<file path="src/rtl/xdl_pkg.sv">
// ----------------------------------------------------------------------------
// XOR distance shortlist package
// Shared codes, field widths and the command and status bundles that run
// between the controller and the datapath.
// ----------------------------------------------------------------------------
package xdl_pkg;

    // Fixed field widths of the interface
    localparam int KEY_W  = 64;
    localparam int EP_W   = 48;
    localparam int CMD_W  = 3;
    localparam int MAXC_W = 6;
    localparam int ATT_W  = 4;
    localparam int PH_W   = 2;
    localparam int CODE_W = 2;
    localparam int CFGI_W = 2;

    // Command codes
    localparam logic [CMD_W-1:0] CMD_ADD       = 3'd0;
    localparam logic [CMD_W-1:0] CMD_MARK_RESP = 3'd1;
    localparam logic [CMD_W-1:0] CMD_MARK_TO   = 3'd2;
    localparam logic [CMD_W-1:0] CMD_SEL_NEW   = 3'd3;
    localparam logic [CMD_W-1:0] CMD_SEL_RESP  = 3'd4;

    // Peer phases
    localparam logic [PH_W-1:0] PH_UNKNOWN   = 2'd0;
    localparam logic [PH_W-1:0] PH_CONTACTED = 2'd1;
    localparam logic [PH_W-1:0] PH_RESPONDED = 2'd2;
    localparam logic [PH_W-1:0] PH_TIMEDOUT  = 2'd3;

    // Status codes
    localparam logic [CODE_W-1:0] ST_OK        = 2'd0;
    localparam logic [CODE_W-1:0] ST_NOT_FOUND = 2'd1;
    localparam logic [CODE_W-1:0] ST_DUP       = 2'd2;
    localparam logic [CODE_W-1:0] ST_FULL      = 2'd3;

    // Configuration register indexes
    localparam logic [CFGI_W-1:0] CFG_TARGET  = 2'd0;
    localparam logic [CFGI_W-1:0] CFG_SELF    = 2'd1;
    localparam logic [CFGI_W-1:0] CFG_MAX_ATT = 2'd2;

    localparam logic [ATT_W-1:0] ATT_MAX       = 4'd15;
    localparam logic [ATT_W-1:0] ATT_RESET_VAL = 4'd3;

    // Kinds of table write
    typedef enum logic [2:0] {
        WR_NONE,
        WR_INSERT,
        WR_SHIFT,
        WR_RESP,
        WR_TIMEOUT,
        WR_CONTACT
    } wr_op_t;

    // Controller to datapath
    typedef struct packed {
        logic               latch_in;
        wr_op_t             wr_op;
        logic               count_inc;
        logic               out_peer;
        logic               out_status;
        logic [CODE_W-1:0]  code;
    } xdl_cmd_t;

    // Datapath to controller
    typedef struct packed {
        logic               out_free;
        logic               dist_eq;
        logic               dist_gt;
        logic               is_self;
        logic               pick_new;
        logic               is_resp;
        logic               oq_full;
        logic [CMD_W-1:0]   command;
        logic [MAXC_W-1:0]  sel_limit;
    } xdl_stat_t;

endpackage

</file>
<file path="src/rtl/xor_distance_lookup_candidate_table.sv">
// ----------------------------------------------------------------------------
// XOR distance lookup candidate table
// Shortlist of peers for one lookup, sorted by XOR distance from the target
// key, with add, mark and select requests and a closing status item.
//
//   Channel   Signals                                         Direction
//   input     in_valid/in_stall, command, peer_id, ...        into block
//   output    out_valid/out_stall, kind, out_peer_id, ...     out of block
//   config    cfg_we, cfg_index, cfg_data                     into block
//
// After it is accepted, a request passes through a dispatch state, then walks
// the table entry by entry. An add walks up to the insertion point, shifts the
// entries above it one a cycle through the single write port of the entry
// memory, then writes the new entry and issues the status item. Selects walk
// the table, holding on an entry while the output is stalled, then issue the
// status item.
// Reset empties the table at once; no clearing pass is needed.
// The next request is taken once the status item is in the output register.
// ----------------------------------------------------------------------------
module xor_distance_lookup_candidate_table #(
    parameter int CAPACITY = 32,
    parameter int ID_BITS  = 64
) (
    input  logic                        clk,
    input  logic                        rst_n,
    input  logic                        cfg_we,
    input  logic [xdl_pkg::CFGI_W-1:0]  cfg_index,
    input  logic [xdl_pkg::KEY_W-1:0]   cfg_data,
    input  logic                        in_valid,
    output logic                        in_stall,
    input  logic [xdl_pkg::CMD_W-1:0]   command,
    input  logic [xdl_pkg::KEY_W-1:0]   peer_id,
    input  logic [xdl_pkg::EP_W-1:0]    peer_endpoint,
    input  logic [xdl_pkg::MAXC_W-1:0]  sel_limit,
    output logic                        out_valid,
    input  logic                        out_stall,
    output logic                        kind,
    output logic [xdl_pkg::KEY_W-1:0]   out_peer_id,
    output logic [xdl_pkg::EP_W-1:0]    out_endpoint,
    output logic                        last,
    output logic [xdl_pkg::CODE_W-1:0]  status_code,
    output logic                        any_responded,
    output logic                        all_completed,
    output logic [xdl_pkg::MAXC_W-1:0]  in_flight
);
    import xdl_pkg::*;

    localparam int AW = $clog2(CAPACITY);
    localparam int CW = $clog2(CAPACITY + 1);

    xdl_cmd_t       cmd;
    xdl_stat_t      stat;
    logic [AW-1:0]  rd_addr;
    logic [AW-1:0]  wr_addr;
    logic [CW-1:0]  entry_count;

    // Request sequencer
    xdl_ctrl #(
        .CAPACITY (CAPACITY),
        .AW       (AW),
        .CW       (CW)
    ) u_ctrl (
        .clk         (clk),
        .rst_n       (rst_n),
        .in_valid    (in_valid),
        .in_stall    (in_stall),
        .stat        (stat),
        .entry_count (entry_count),
        .cmd         (cmd),
        .rd_addr     (rd_addr),
        .wr_addr     (wr_addr)
    );

    // Table, counters and output register
    xdl_datapath #(
        .CAPACITY (CAPACITY),
        .ID_BITS  (ID_BITS),
        .AW       (AW),
        .CW       (CW)
    ) u_datapath (
        .clk           (clk),
        .rst_n         (rst_n),
        .cfg_we        (cfg_we),
        .cfg_index     (cfg_index),
        .cfg_data      (cfg_data),
        .command       (command),
        .peer_id       (peer_id),
        .peer_endpoint (peer_endpoint),
        .sel_limit     (sel_limit),
        .cmd           (cmd),
        .rd_addr       (rd_addr),
        .wr_addr       (wr_addr),
        .stat          (stat),
        .entry_count   (entry_count),
        .out_stall     (out_stall),
        .out_valid     (out_valid),
        .kind          (kind),
        .out_peer_id   (out_peer_id),
        .out_endpoint  (out_endpoint),
        .last          (last),
        .status_code   (status_code),
        .any_responded (any_responded),
        .all_completed (all_completed),
        .in_flight     (in_flight)
    );

endmodule

</file>
<file path="src/rtl/xdl_datapath.sv">
// ----------------------------------------------------------------------------
// XOR distance shortlist datapath
// Holds the entry memory, configuration, counters, the latched request and
// the output register, and reports compare results to the controller.
// ----------------------------------------------------------------------------
module xdl_datapath #(
    parameter int CAPACITY = 32,
    parameter int ID_BITS  = 64,
    parameter int AW       = 5,
    parameter int CW       = 6
) (
    input  logic                        clk,
    input  logic                        rst_n,
    input  logic                        cfg_we,
    input  logic [xdl_pkg::CFGI_W-1:0]  cfg_index,
    input  logic [xdl_pkg::KEY_W-1:0]   cfg_data,
    input  logic [xdl_pkg::CMD_W-1:0]   command,
    input  logic [xdl_pkg::KEY_W-1:0]   peer_id,
    input  logic [xdl_pkg::EP_W-1:0]    peer_endpoint,
    input  logic [xdl_pkg::MAXC_W-1:0]  sel_limit,
    input  xdl_pkg::xdl_cmd_t           cmd,
    input  logic [AW-1:0]               rd_addr,
    input  logic [AW-1:0]               wr_addr,
    output xdl_pkg::xdl_stat_t          stat,
    output logic [CW-1:0]               entry_count,
    input  logic                        out_stall,
    output logic                        out_valid,
    output logic                        kind,
    output logic [xdl_pkg::KEY_W-1:0]   out_peer_id,
    output logic [xdl_pkg::EP_W-1:0]    out_endpoint,
    output logic                        last,
    output logic [xdl_pkg::CODE_W-1:0]  status_code,
    output logic                        any_responded,
    output logic                        all_completed,
    output logic [xdl_pkg::MAXC_W-1:0]  in_flight
);
    import xdl_pkg::*;

    localparam int MW     = ID_BITS + EP_W + PH_W + ATT_W;
    localparam int PH_LO  = ATT_W;
    localparam int EP_LO  = ATT_W + PH_W;
    localparam int DST_LO = ATT_W + PH_W + EP_W;

    // Entry memory: {distance, endpoint, phase, attempts}
    logic [MW-1:0] mem [CAPACITY];
    logic [MW-1:0] rdata_reg;

    logic [KEY_W-1:0]   target_reg;
    logic [EP_W-1:0]    self_reg;
    logic [ATT_W-1:0]   max_att_reg;
    logic [ID_BITS-1:0] d_reg;
    logic [EP_W-1:0]    ep_reg;
    logic [CMD_W-1:0]   command_reg;
    logic [MAXC_W-1:0]  maxc_reg;
    logic [CW-1:0]      count_reg;
    logic [CW-1:0]      resp_reg;
    logic [MAXC_W-1:0]  outst_reg;

    logic                out_valid_reg;
    logic                kind_reg;
    logic [KEY_W-1:0]    id_reg;
    logic [EP_W-1:0]     oep_reg;
    logic                last_reg;
    logic [CODE_W-1:0]   code_reg;
    logic                anyr_reg;
    logic                allc_reg;
    logic [MAXC_W-1:0]   infl_reg;

    logic [ID_BITS-1:0] rd_dist;
    logic [EP_W-1:0]    rd_ep;
    logic [PH_W-1:0]    rd_ph;
    logic [ATT_W-1:0]   rd_att;
    logic [ATT_W-1:0]   att_sat;
    logic [MW-1:0]      wdata;
    logic               we;
    logic               out_free;

    // Fields of the entry just read
    assign rd_dist = rdata_reg[DST_LO +: ID_BITS];
    assign rd_ep   = rdata_reg[EP_LO +: EP_W];
    assign rd_ph   = rdata_reg[PH_LO +: PH_W];
    assign rd_att  = rdata_reg[0 +: ATT_W];
    assign att_sat = (rd_att == ATT_MAX) ? rd_att : rd_att + ATT_W'(1);

    assign out_free = !out_valid_reg || !out_stall;

    // Status towards the controller
    always_comb
    begin
        stat.out_free  = out_free;
        stat.dist_eq   = rd_dist == d_reg;
        stat.dist_gt   = rd_dist > d_reg;
        stat.is_self   = rd_ep == self_reg;
        stat.pick_new  = (rd_ph == PH_UNKNOWN) ||
                         ((rd_ph == PH_TIMEDOUT) && (rd_att < max_att_reg));
        stat.is_resp   = rd_ph == PH_RESPONDED;
        stat.oq_full   = outst_reg >= maxc_reg;
        stat.command   = command_reg;
        stat.sel_limit = maxc_reg;
    end

    // Write data selection
    always_comb
    begin
        we    = 1'b1;
        wdata = rdata_reg;
        case (cmd.wr_op)
            WR_INSERT:  wdata = {d_reg, ep_reg, PH_UNKNOWN, ATT_W'(0)};
            WR_SHIFT:   wdata = rdata_reg;
            WR_RESP:    wdata = {rd_dist, rd_ep, PH_RESPONDED, ATT_W'(0)};
            WR_TIMEOUT: wdata = {rd_dist, rd_ep, PH_TIMEDOUT, att_sat};
            WR_CONTACT: wdata = {rd_dist, rd_ep, PH_CONTACTED, rd_att};
            default:    we = 1'b0;
        endcase
    end

    // Memory with registered read
    always_ff @(posedge clk)
    begin
        if (we)
        begin
            mem[wr_addr] <= wdata;
        end
        rdata_reg <= mem[rd_addr];
    end

    // Latched request fields
    always_ff @(posedge clk)
    begin
        if (cmd.latch_in)
        begin
            d_reg       <= peer_id[ID_BITS-1:0] ^ target_reg[ID_BITS-1:0];
            ep_reg      <= peer_endpoint;
            command_reg <= command;
            maxc_reg    <= sel_limit;
        end
    end

    // Configuration and counters
    always_ff @(posedge clk or negedge rst_n)
    begin
        if (!rst_n)
        begin
            target_reg  <= '0;
            self_reg    <= '0;
            max_att_reg <= ATT_RESET_VAL;
            count_reg   <= '0;
            resp_reg    <= '0;
            outst_reg   <= '0;
        end
        else
        begin
            if (cfg_we)
            begin
                case (cfg_index)
                    CFG_TARGET:  target_reg  <= cfg_data;
                    CFG_SELF:    self_reg    <= cfg_data[EP_W-1:0];
                    CFG_MAX_ATT: max_att_reg <= cfg_data[ATT_W-1:0];
                    default:     ;
                endcase
            end
            if (cmd.count_inc)
            begin
                count_reg <= count_reg + CW'(1);
            end
            case (cmd.wr_op)
                WR_RESP:
                begin
                    if (rd_ph != PH_RESPONDED)
                    begin
                        resp_reg <= resp_reg + CW'(1);
                    end
                    if (outst_reg != '0)
                    begin
                        outst_reg <= outst_reg - MAXC_W'(1);
                    end
                end
                WR_TIMEOUT:
                begin
                    if (rd_ph == PH_RESPONDED)
                    begin
                        resp_reg <= resp_reg - CW'(1);
                    end
                    if (outst_reg != '0)
                    begin
                        outst_reg <= outst_reg - MAXC_W'(1);
                    end
                end
                WR_CONTACT: outst_reg <= outst_reg + MAXC_W'(1);
                default:    ;
            endcase
        end
    end

    // Output register: valid flag
    always_ff @(posedge clk or negedge rst_n)
    begin
        if (!rst_n)
        begin
            out_valid_reg <= 1'b0;
        end
        else if (cmd.out_peer || cmd.out_status)
        begin
            out_valid_reg <= 1'b1;
        end
        else if (!out_stall)
        begin
            out_valid_reg <= 1'b0;
        end
    end

    // Output register: payload
    always_ff @(posedge clk)
    begin
        if (cmd.out_peer)
        begin
            kind_reg <= 1'b0;
            id_reg   <= KEY_W'(rd_dist ^ target_reg[ID_BITS-1:0]);
            oep_reg  <= rd_ep;
            last_reg <= 1'b0;
            code_reg <= ST_OK;
            anyr_reg <= 1'b0;
            allc_reg <= 1'b0;
            infl_reg <= '0;
        end
        else if (cmd.out_status)
        begin
            kind_reg <= 1'b1;
            id_reg   <= '0;
            oep_reg  <= '0;
            last_reg <= 1'b1;
            code_reg <= cmd.code;
            anyr_reg <= resp_reg != '0;
            allc_reg <= outst_reg == '0;
            infl_reg <= outst_reg;
        end
    end

    assign entry_count   = count_reg;
    assign out_valid     = out_valid_reg;
    assign kind          = kind_reg;
    assign out_peer_id   = id_reg;
    assign out_endpoint  = oep_reg;
    assign last          = last_reg;
    assign status_code   = code_reg;
    assign any_responded = anyr_reg;
    assign all_completed = allc_reg;
    assign in_flight     = infl_reg;

    // The table never grows past its capacity.
    a_count_bound: assert property (@(posedge clk) disable iff (!rst_n)
        count_reg <= CW'(CAPACITY))
        else $error("entry count exceeds capacity");

    // Responded entries are a subset of the stored entries.
    a_resp_bound: assert property (@(posedge clk) disable iff (!rst_n)
        resp_reg <= count_reg)
        else $error("responded count exceeds entry count");

    // A result is only loaded when the output register can take it.
    a_out_load: assert property (@(posedge clk) disable iff (!rst_n)
        (cmd.out_peer || cmd.out_status) |-> out_free)
        else $error("result loaded over a waiting result");

    // Table writes stay within the stored entries plus one new slot.
    a_wr_addr: assert property (@(posedge clk) disable iff (!rst_n)
        we |-> (CW'(wr_addr) <= count_reg))
        else $error("write beyond the end of the table");

endmodule

</file>
<file path="src/rtl/xdl_ctrl.sv">
// ----------------------------------------------------------------------------
// XOR distance shortlist controller
// Sequences each request: table walk, sorted insert shift, peer emission and
// the closing status item.
// ----------------------------------------------------------------------------
module xdl_ctrl #(
    parameter int CAPACITY = 32,
    parameter int AW       = 5,
    parameter int CW       = 6
) (
    input  logic                clk,
    input  logic                rst_n,
    input  logic                in_valid,
    output logic                in_stall,
    input  xdl_pkg::xdl_stat_t  stat,
    input  logic [CW-1:0]       entry_count,
    output xdl_pkg::xdl_cmd_t   cmd,
    output logic [AW-1:0]       rd_addr,
    output logic [AW-1:0]       wr_addr
);
    import xdl_pkg::*;

    typedef enum logic [2:0] {
        S_IDLE,
        S_DISPATCH,
        S_SCAN,
        S_SHIFT,
        S_PUT,
        S_STATUS
    } state_t;

    state_t             state_reg, state_next;
    logic [AW-1:0]      eval_reg, eval_next;
    logic [AW-1:0]      pos_reg, pos_next;
    logic [MAXC_W-1:0]  n_reg, n_next;
    logic [CODE_W-1:0]  code_reg, code_next;

    logic               last_entry;
    logic               full;
    logic [AW-1:0]      adv_addr;

    assign last_entry = (CW'(eval_reg) + CW'(1)) >= entry_count;
    assign full       = entry_count >= CW'(CAPACITY);
    assign adv_addr   = eval_reg + AW'(1);
    assign in_stall   = state_reg != S_IDLE;

    // Next state and commands
    always_comb
    begin
        state_next    = state_reg;
        eval_next     = eval_reg;
        pos_next      = pos_reg;
        n_next        = n_reg;
        code_next     = code_reg;
        rd_addr       = eval_reg;
        wr_addr       = eval_reg;
        cmd           = '0;
        cmd.wr_op     = WR_NONE;
        cmd.code      = code_reg;

        unique case (state_reg)
            S_IDLE:
            begin
                rd_addr = '0;
                if (in_valid)
                begin
                    cmd.latch_in = 1'b1;
                    eval_next    = '0;
                    n_next       = '0;
                    code_next    = ST_OK;
                    state_next   = S_DISPATCH;
                end
            end
            S_DISPATCH:
            begin
                rd_addr = '0;
                case (stat.command) inside
                    CMD_ADD:
                    begin
                        if (entry_count == '0)
                        begin
                            pos_next   = '0;
                            state_next = S_PUT;
                        end
                        else
                        begin
                            state_next = S_SCAN;
                        end
                    end
                    CMD_MARK_RESP, CMD_MARK_TO:
                    begin
                        if (entry_count == '0)
                        begin
                            code_next  = ST_NOT_FOUND;
                            state_next = S_STATUS;
                        end
                        else
                        begin
                            state_next = S_SCAN;
                        end
                    end
                    CMD_SEL_NEW, CMD_SEL_RESP:
                    begin
                        state_next = (entry_count == '0) ? S_STATUS : S_SCAN;
                    end
                    default: state_next = S_STATUS;
                endcase
            end
            S_SCAN:
            begin
                case (stat.command) inside
                    CMD_ADD:
                    begin
                        if (stat.dist_eq)
                        begin
                            code_next  = ST_DUP;
                            state_next = S_STATUS;
                        end
                        else if (stat.dist_gt || last_entry)
                        begin
                            if (full)
                            begin
                                code_next  = ST_FULL;
                                state_next = S_STATUS;
                            end
                            else if (stat.dist_gt)
                            begin
                                // Start the shift from the last stored entry.
                                pos_next   = eval_reg;
                                rd_addr    = AW'(entry_count - CW'(1));
                                eval_next  = AW'(entry_count - CW'(1));
                                state_next = S_SHIFT;
                            end
                            else
                            begin
                                pos_next   = AW'(entry_count);
                                state_next = S_PUT;
                            end
                        end
                        else
                        begin
                            rd_addr   = adv_addr;
                            eval_next = adv_addr;
                        end
                    end
                    CMD_MARK_RESP, CMD_MARK_TO:
                    begin
                        if (stat.dist_eq)
                        begin
                            cmd.wr_op  = (stat.command == CMD_MARK_RESP) ?
                                         WR_RESP : WR_TIMEOUT;
                            state_next = S_STATUS;
                        end
                        else if (last_entry)
                        begin
                            code_next  = ST_NOT_FOUND;
                            state_next = S_STATUS;
                        end
                        else
                        begin
                            rd_addr   = adv_addr;
                            eval_next = adv_addr;
                        end
                    end
                    CMD_SEL_NEW:
                    begin
                        if (stat.oq_full)
                        begin
                            state_next = S_STATUS;
                        end
                        else if (!stat.is_self && stat.pick_new)
                        begin
                            // Holds and re-reads the entry while the output waits.
                            if (stat.out_free)
                            begin
                                cmd.wr_op    = WR_CONTACT;
                                cmd.out_peer = 1'b1;
                                if (last_entry)
                                begin
                                    state_next = S_STATUS;
                                end
                                else
                                begin
                                    rd_addr   = adv_addr;
                                    eval_next = adv_addr;
                                end
                            end
                        end
                        else if (last_entry)
                        begin
                            state_next = S_STATUS;
                        end
                        else
                        begin
                            rd_addr   = adv_addr;
                            eval_next = adv_addr;
                        end
                    end
                    CMD_SEL_RESP:
                    begin
                        if (n_reg >= stat.sel_limit)
                        begin
                            state_next = S_STATUS;
                        end
                        else if (stat.is_resp)
                        begin
                            if (stat.out_free)
                            begin
                                cmd.out_peer = 1'b1;
                                n_next       = n_reg + MAXC_W'(1);
                                if (last_entry)
                                begin
                                    state_next = S_STATUS;
                                end
                                else
                                begin
                                    rd_addr   = adv_addr;
                                    eval_next = adv_addr;
                                end
                            end
                        end
                        else if (last_entry)
                        begin
                            state_next = S_STATUS;
                        end
                        else
                        begin
                            rd_addr   = adv_addr;
                            eval_next = adv_addr;
                        end
                    end
                    default: state_next = S_STATUS;
                endcase
            end
            S_SHIFT:
            begin
                // Move one entry up per cycle, reading the next one down.
                cmd.wr_op = WR_SHIFT;
                wr_addr   = adv_addr;
                if (eval_reg == pos_reg)
                begin
                    state_next = S_PUT;
                end
                else
                begin
                    rd_addr   = eval_reg - AW'(1);
                    eval_next = eval_reg - AW'(1);
                end
            end
            S_PUT:
            begin
                cmd.wr_op     = WR_INSERT;
                cmd.count_inc = 1'b1;
                wr_addr       = pos_reg;
                state_next    = S_STATUS;
            end
            S_STATUS:
            begin
                if (stat.out_free)
                begin
                    cmd.out_status = 1'b1;
                    state_next     = S_IDLE;
                end
            end
            default: state_next = S_IDLE;
        endcase
    end

    // State and sequencing registers
    always_ff @(posedge clk or negedge rst_n)
    begin
        if (!rst_n)
        begin
            state_reg <= S_IDLE;
            eval_reg  <= '0;
            pos_reg   <= '0;
            n_reg     <= '0;
            code_reg  <= ST_OK;
        end
        else
        begin
            state_reg <= state_next;
            eval_reg  <= eval_next;
            pos_reg   <= pos_next;
            n_reg     <= n_next;
            code_reg  <= code_next;
        end
    end

    // The shift never runs below the insertion point.
    a_shift_pos: assert property (@(posedge clk) disable iff (!rst_n)
        (state_reg == S_SHIFT) |-> (eval_reg >= pos_reg))
        else $error("shift pointer below insertion point");

    // Every request ends by passing through the status state.
    a_status_exit: assert property (@(posedge clk) disable iff (!rst_n)
        (state_reg != S_IDLE && state_next == S_IDLE) |-> cmd.out_status)
        else $error("request closed without a status item");

    // Peers are only emitted while walking the table.
    a_peer_scan: assert property (@(posedge clk) disable iff (!rst_n)
        cmd.out_peer |-> (state_reg == S_SCAN))
        else $error("peer emitted outside the walk");

endmodule

</file>
<file path="config.mk">
export PLATFORM = sky130hd
export DESIGN_NAME = xor_distance_lookup_candidate_table
export DESIGN_NICKNAME = d
export VERILOG_FILES = /design/src/rtl/xdl_pkg.sv /design/src/rtl/xor_distance_lookup_candidate_table.sv /design/src/rtl/xdl_datapath.sv /design/src/rtl/xdl_ctrl.sv
export SDC_FILE = /design/constraint.sdc
export NUM_CORES = 2
export LEC_CHECK = 0
export ABC_AREA = 1
export BUFFER_PORTS_ARGS = -buffer_cell sky130_fd_sc_hd__buf_4
export CAP_MARGIN = 20
export CORE_MARGIN = 2
export CORE_UTILIZATION = 43
export DETAILED_ROUTE_END_ITERATION = 8
export GPL_ROUTABILITY_DRIVEN = 1
export PLACE_DENSITY = 0.68
export SLEW_MARGIN = 10
export SYNTH_ARGS = -nofsm -noshare
export SYNTH_HDL_FRONTEND = slang
export SYNTH_HIERARCHICAL = 1
export SYNTH_SLANG_ARGS = --single-unit
</file>
<file path="constraint.sdc">
create_clock -name clk -period 18.55 [get_ports clk]
set_input_delay 2.7825 -clock clk [delete_from_list [all_inputs] [get_ports clk]]
set_output_delay 2.7825 -clock clk [all_outputs]
set_load 0.005 [all_outputs]
</file>
==> flow_summary.json <==
{
  "reg2reg_depth": 33,
  "final_antenna_net_count": 0,
  "crit_path_start_kind": "flip-flop",
  "cts_tree": "yes",
  "crit_path_frequent_cell": "nand2_1",
  "use_met3_pct": 4.92,
  "grt_pass1_wl_mm": 736,
  "r2r_start": "u_datapath/d_reg[63]",
  "crit-reg2reg-capture": "u_datapath/rdata_reg[50]",
  "yosys.area_share.simple_pct": 10.4,
  "ys_seq_area_share_pct": 74.0,
  "antenna_found_initial": 28,
  "cts_sinks": 4294,
  "tns_ps": 0,
  "drv_cap": 0,
  "synth_area_sq_mm": 0.171,
  "synth_warnings": 6,
  "critical_path_required_ps": 19490,
  "crit_path_max_incr_delay_ps": 840,
  "synth_cell_types": 56,
  "holdCritStartpoint": "u_datapath/in_flight[5]",
  "power.leakage_nw": 66.2,
  "ir_drop_mv": 0.230,
  "cts_root_buffer": "clkbuf_16",
  "cts_inserted_buffers": 421,
  "largest_register_ffs": 3776,
  "synthMuxAreaShare_pct": 0.381,
  "timing.hold.ws_ps": 457,
  "grt.met1_usage_pct": 33.4,
  "drive_gt1_share_pct": 9.30,
  "cts_buffer_depth": 4,
  "grtUsageMet2_pct": 38.3,
  "yosys_most_used_dff": "edfxtp_1",
  "ioPinCount": 318,
  "async_flop_share_pct": 3.63,
  "synthAdderAreaFrac_pct": 0.753,
  "min_to": "u_datapath/in_flight[5]",
  "status": "finished, final reports clean",
  "wirelength_mm": 516,
  "start_util_pct": 43.2,
  "via_per_inst": 5.91,
  "hold_buffers": 0,
  "fin_crit_sh_pct": 51.6,
  "hp-class": "reg -> reg",
  "first_pass_iters": 6,
  "finish.net_count": 13890,
  "end_kind": "flip-flop",
  "synth_xor_area_share_pct": 1.02,
  "row_count": 231,
  "r2r_setup_slack_ps": 8970,
  "critPathArrivalTime_ps": 10520,
  "synth_compound_gate_area_share_pct": 10.3,
  "grt_most_used_layer": "met2",
  "fin_skew_ps": 120,
  "die_area_sq_mm": 0.404,
  "grt_pass1_vias": 105793,
  "synth_top_family_by_area": "simple AND/OR/NAND/NOR gates",
  "hold_depth": 2,
  "cts-resized-gates": 0,
  "fill_cells": 33785,
  "crit_path_max_fanout": 101,
  "slew_headroom_pct": 1.33,
  "cts-htree-levels": 5,
  "place_hpwl_mm": 261,
  "core_sq_mm": 0.397,
  "grt_max_degree": 354,
  "critical_path_class": "reg -> reg",
  "die_h_um": 635,
  "setup_viol": 0,
  "detail_route.wl_per_cell_um": 26.8,
  "ys_ff_latch": 4294,
  "cp_slowest_cell": "buf_4",
  "fin_crit_ps": 9580,
  "rsz0062_at_grt": "false",
  "cts_setup_buffers": 0,
  "clk_pin_slew_ps": 60,
  "netlist_instances": 13539,
  "portBuffers": 317,
  "power.density_mw_per_mm2": 178,
  "track_usage_pct": 24.6,
  "drv_slew": 0,
  "gr-total-overflow": 0,
  "area_growth_pct": 12.2,
  "synth.net_count": 13833,
  "drt_iter0_drc": 15787,
  "synth_edf_count": 4009,
  "worstSkewPairLatency_ps": 1030,
  "drc": 0,
  "num_vias": 113629,
  "max_freq_mhz": 104,
  "die_w_um": 635,
  "gp_congestion": 0.850,
  "tightest_slew_ps": 1480,
  "syn_avg_cell_area_sq_um": 12.7,
  "report.final.hold_viol_count": 0
}
[area by class of cell]
cell class / count / area [sq um] / share of cell area, %
Timing Repair Buffer: 516 / 4200 / 2.18
Clock inverter: 211 / 2260 / 1.18
Sequential cell: 4294 / 127000 / 65.9
Clock buffer: 576 / 11600 / 6.01
Antenna cell: 12 / 30.0 / 0.0156
Tap cell: 5242 / 6560 / 3.41
Multi-Input combinational cell: 8039 / 39600 / 20.6
Inverter: 324 / 1350 / 0.702
[layer usage]
layer	up-vias	routed length, um
met3	1104	59700
met1	56173	196000
met2	6954	232000
met4	28	27200
met5	-	237
li1	49370	-
[cell usage after synthesis, types with 16 or more instances]
library cell / n / area share (%)
nor3_1: 16 / 0.047
o21ai_1: 101 / 0.29
inv_1: 308 / 0.67
buf_1: 57 / 0.12
o221ai_1: 94 / 0.48
o22ai_1: 857 / 3.1
nor2_1: 2062 / 4.5
mux2_2: 58 / 0.38
buf_2: 218 / 0.64
o21ai_0: 1955 / 5.7
nand3_1: 693 / 2.0
edfxtp_1: 4009 / 70
o21a_1: 65 / 0.28
nand2_1: 1671 / 3.7
a21oi_1: 68 / 0.20
dfrtp_1: 154 / 2.2
buf_4: 57 / 0.25
xnor2_1: 100 / 0.51
dfxtp_1: 129 / 1.5
nand4_1: 20 / 0.073
xor2_1: 100 / 0.51
buf_6: 36 / 0.24
ha_1: 100 / 0.73
clkbuf_1: 504 / 1.1
[cells in the final DEF, fill, tap and decap left out, drive strengths merged, types with 58 or more instances in the layout]
master and instances:
nor2 2067, o22ai 857, nand2 1681, buf 516
dfrtp 154, clkbuf 576, a21oi 69, mux2 58
o221ai 94, o21a 65, xor2 100, dfxtp 129
o21ai 2057, xnor2 100, inv 332, edfxtp 4009
nand3 695, ha 100, clkinv 158
[through the flow]
step                      instances  power (mW)  util [%]  setup WS, ps  cell area, sq um
final                         19214        34.3      48.5          8970            192000
after global routing          19204        35.8      48.5          8420            192000
after CTS                     19196        34.1      48.5          9280            192000
after detailed placement      18409        25.6      45.0          8900            179000
after global placement        18407        25.4      45.0          8900            178000
after floorplan               13539        21.8         -          8680            171000
[report_power, final]
part	leakage, nW	switching (mW)	internal (mW)	total, mW
Combinational	20.2	8.83	3.05	11.9
Clock	6.77	3.70	4.86	8.56
Sequential	39.2	0.551	13.3	13.9
Total	66.2	13.1	21.2	34.3
[how the worst max path moves through the flow]
stage,start,to,slack (ps),cells after the start
2_1_floorplan,out_stall,u_datapath/mem[11][0],8680,14
3_3_place_gp,out_stall,u_datapath/rdata_reg[50],8900,25
3_5_place_dp,out_stall,u_datapath/rdata_reg[50],8900,25
4_1_cts,u_datapath/d_reg[63],u_datapath/rdata_reg[50],9280,33
5_1_grt,u_datapath/d_reg[63],u_datapath/rdata_reg[50],8420,33
6_report,u_datapath/d_reg[63],u_datapath/rdata_reg[50],8970,33
[critical path: cells and delay by family (launching register included)]
family          cells  cell delay [ps]
fa+ha+maj           1              290
buf+inv             8             4250
simple gates       19             3630
flops               1              320
compound gates      5              840
[cell families (layout without fill, tap and decap cells)]
logic type               Yosys count  in the layout
AND/OR/NAND/NOR                 4493           4493
flip-flops                      4294           4294
AO/OA/AOI/OAI                   3186           3186
buffers and inverters           1206           1627
XOR/XNOR                         200            200
adder cells (fa/ha/maj)          102            102
multiplexers                      58             58
other                              0             12
Note: power is estimated with default switching activity, not from simulation.
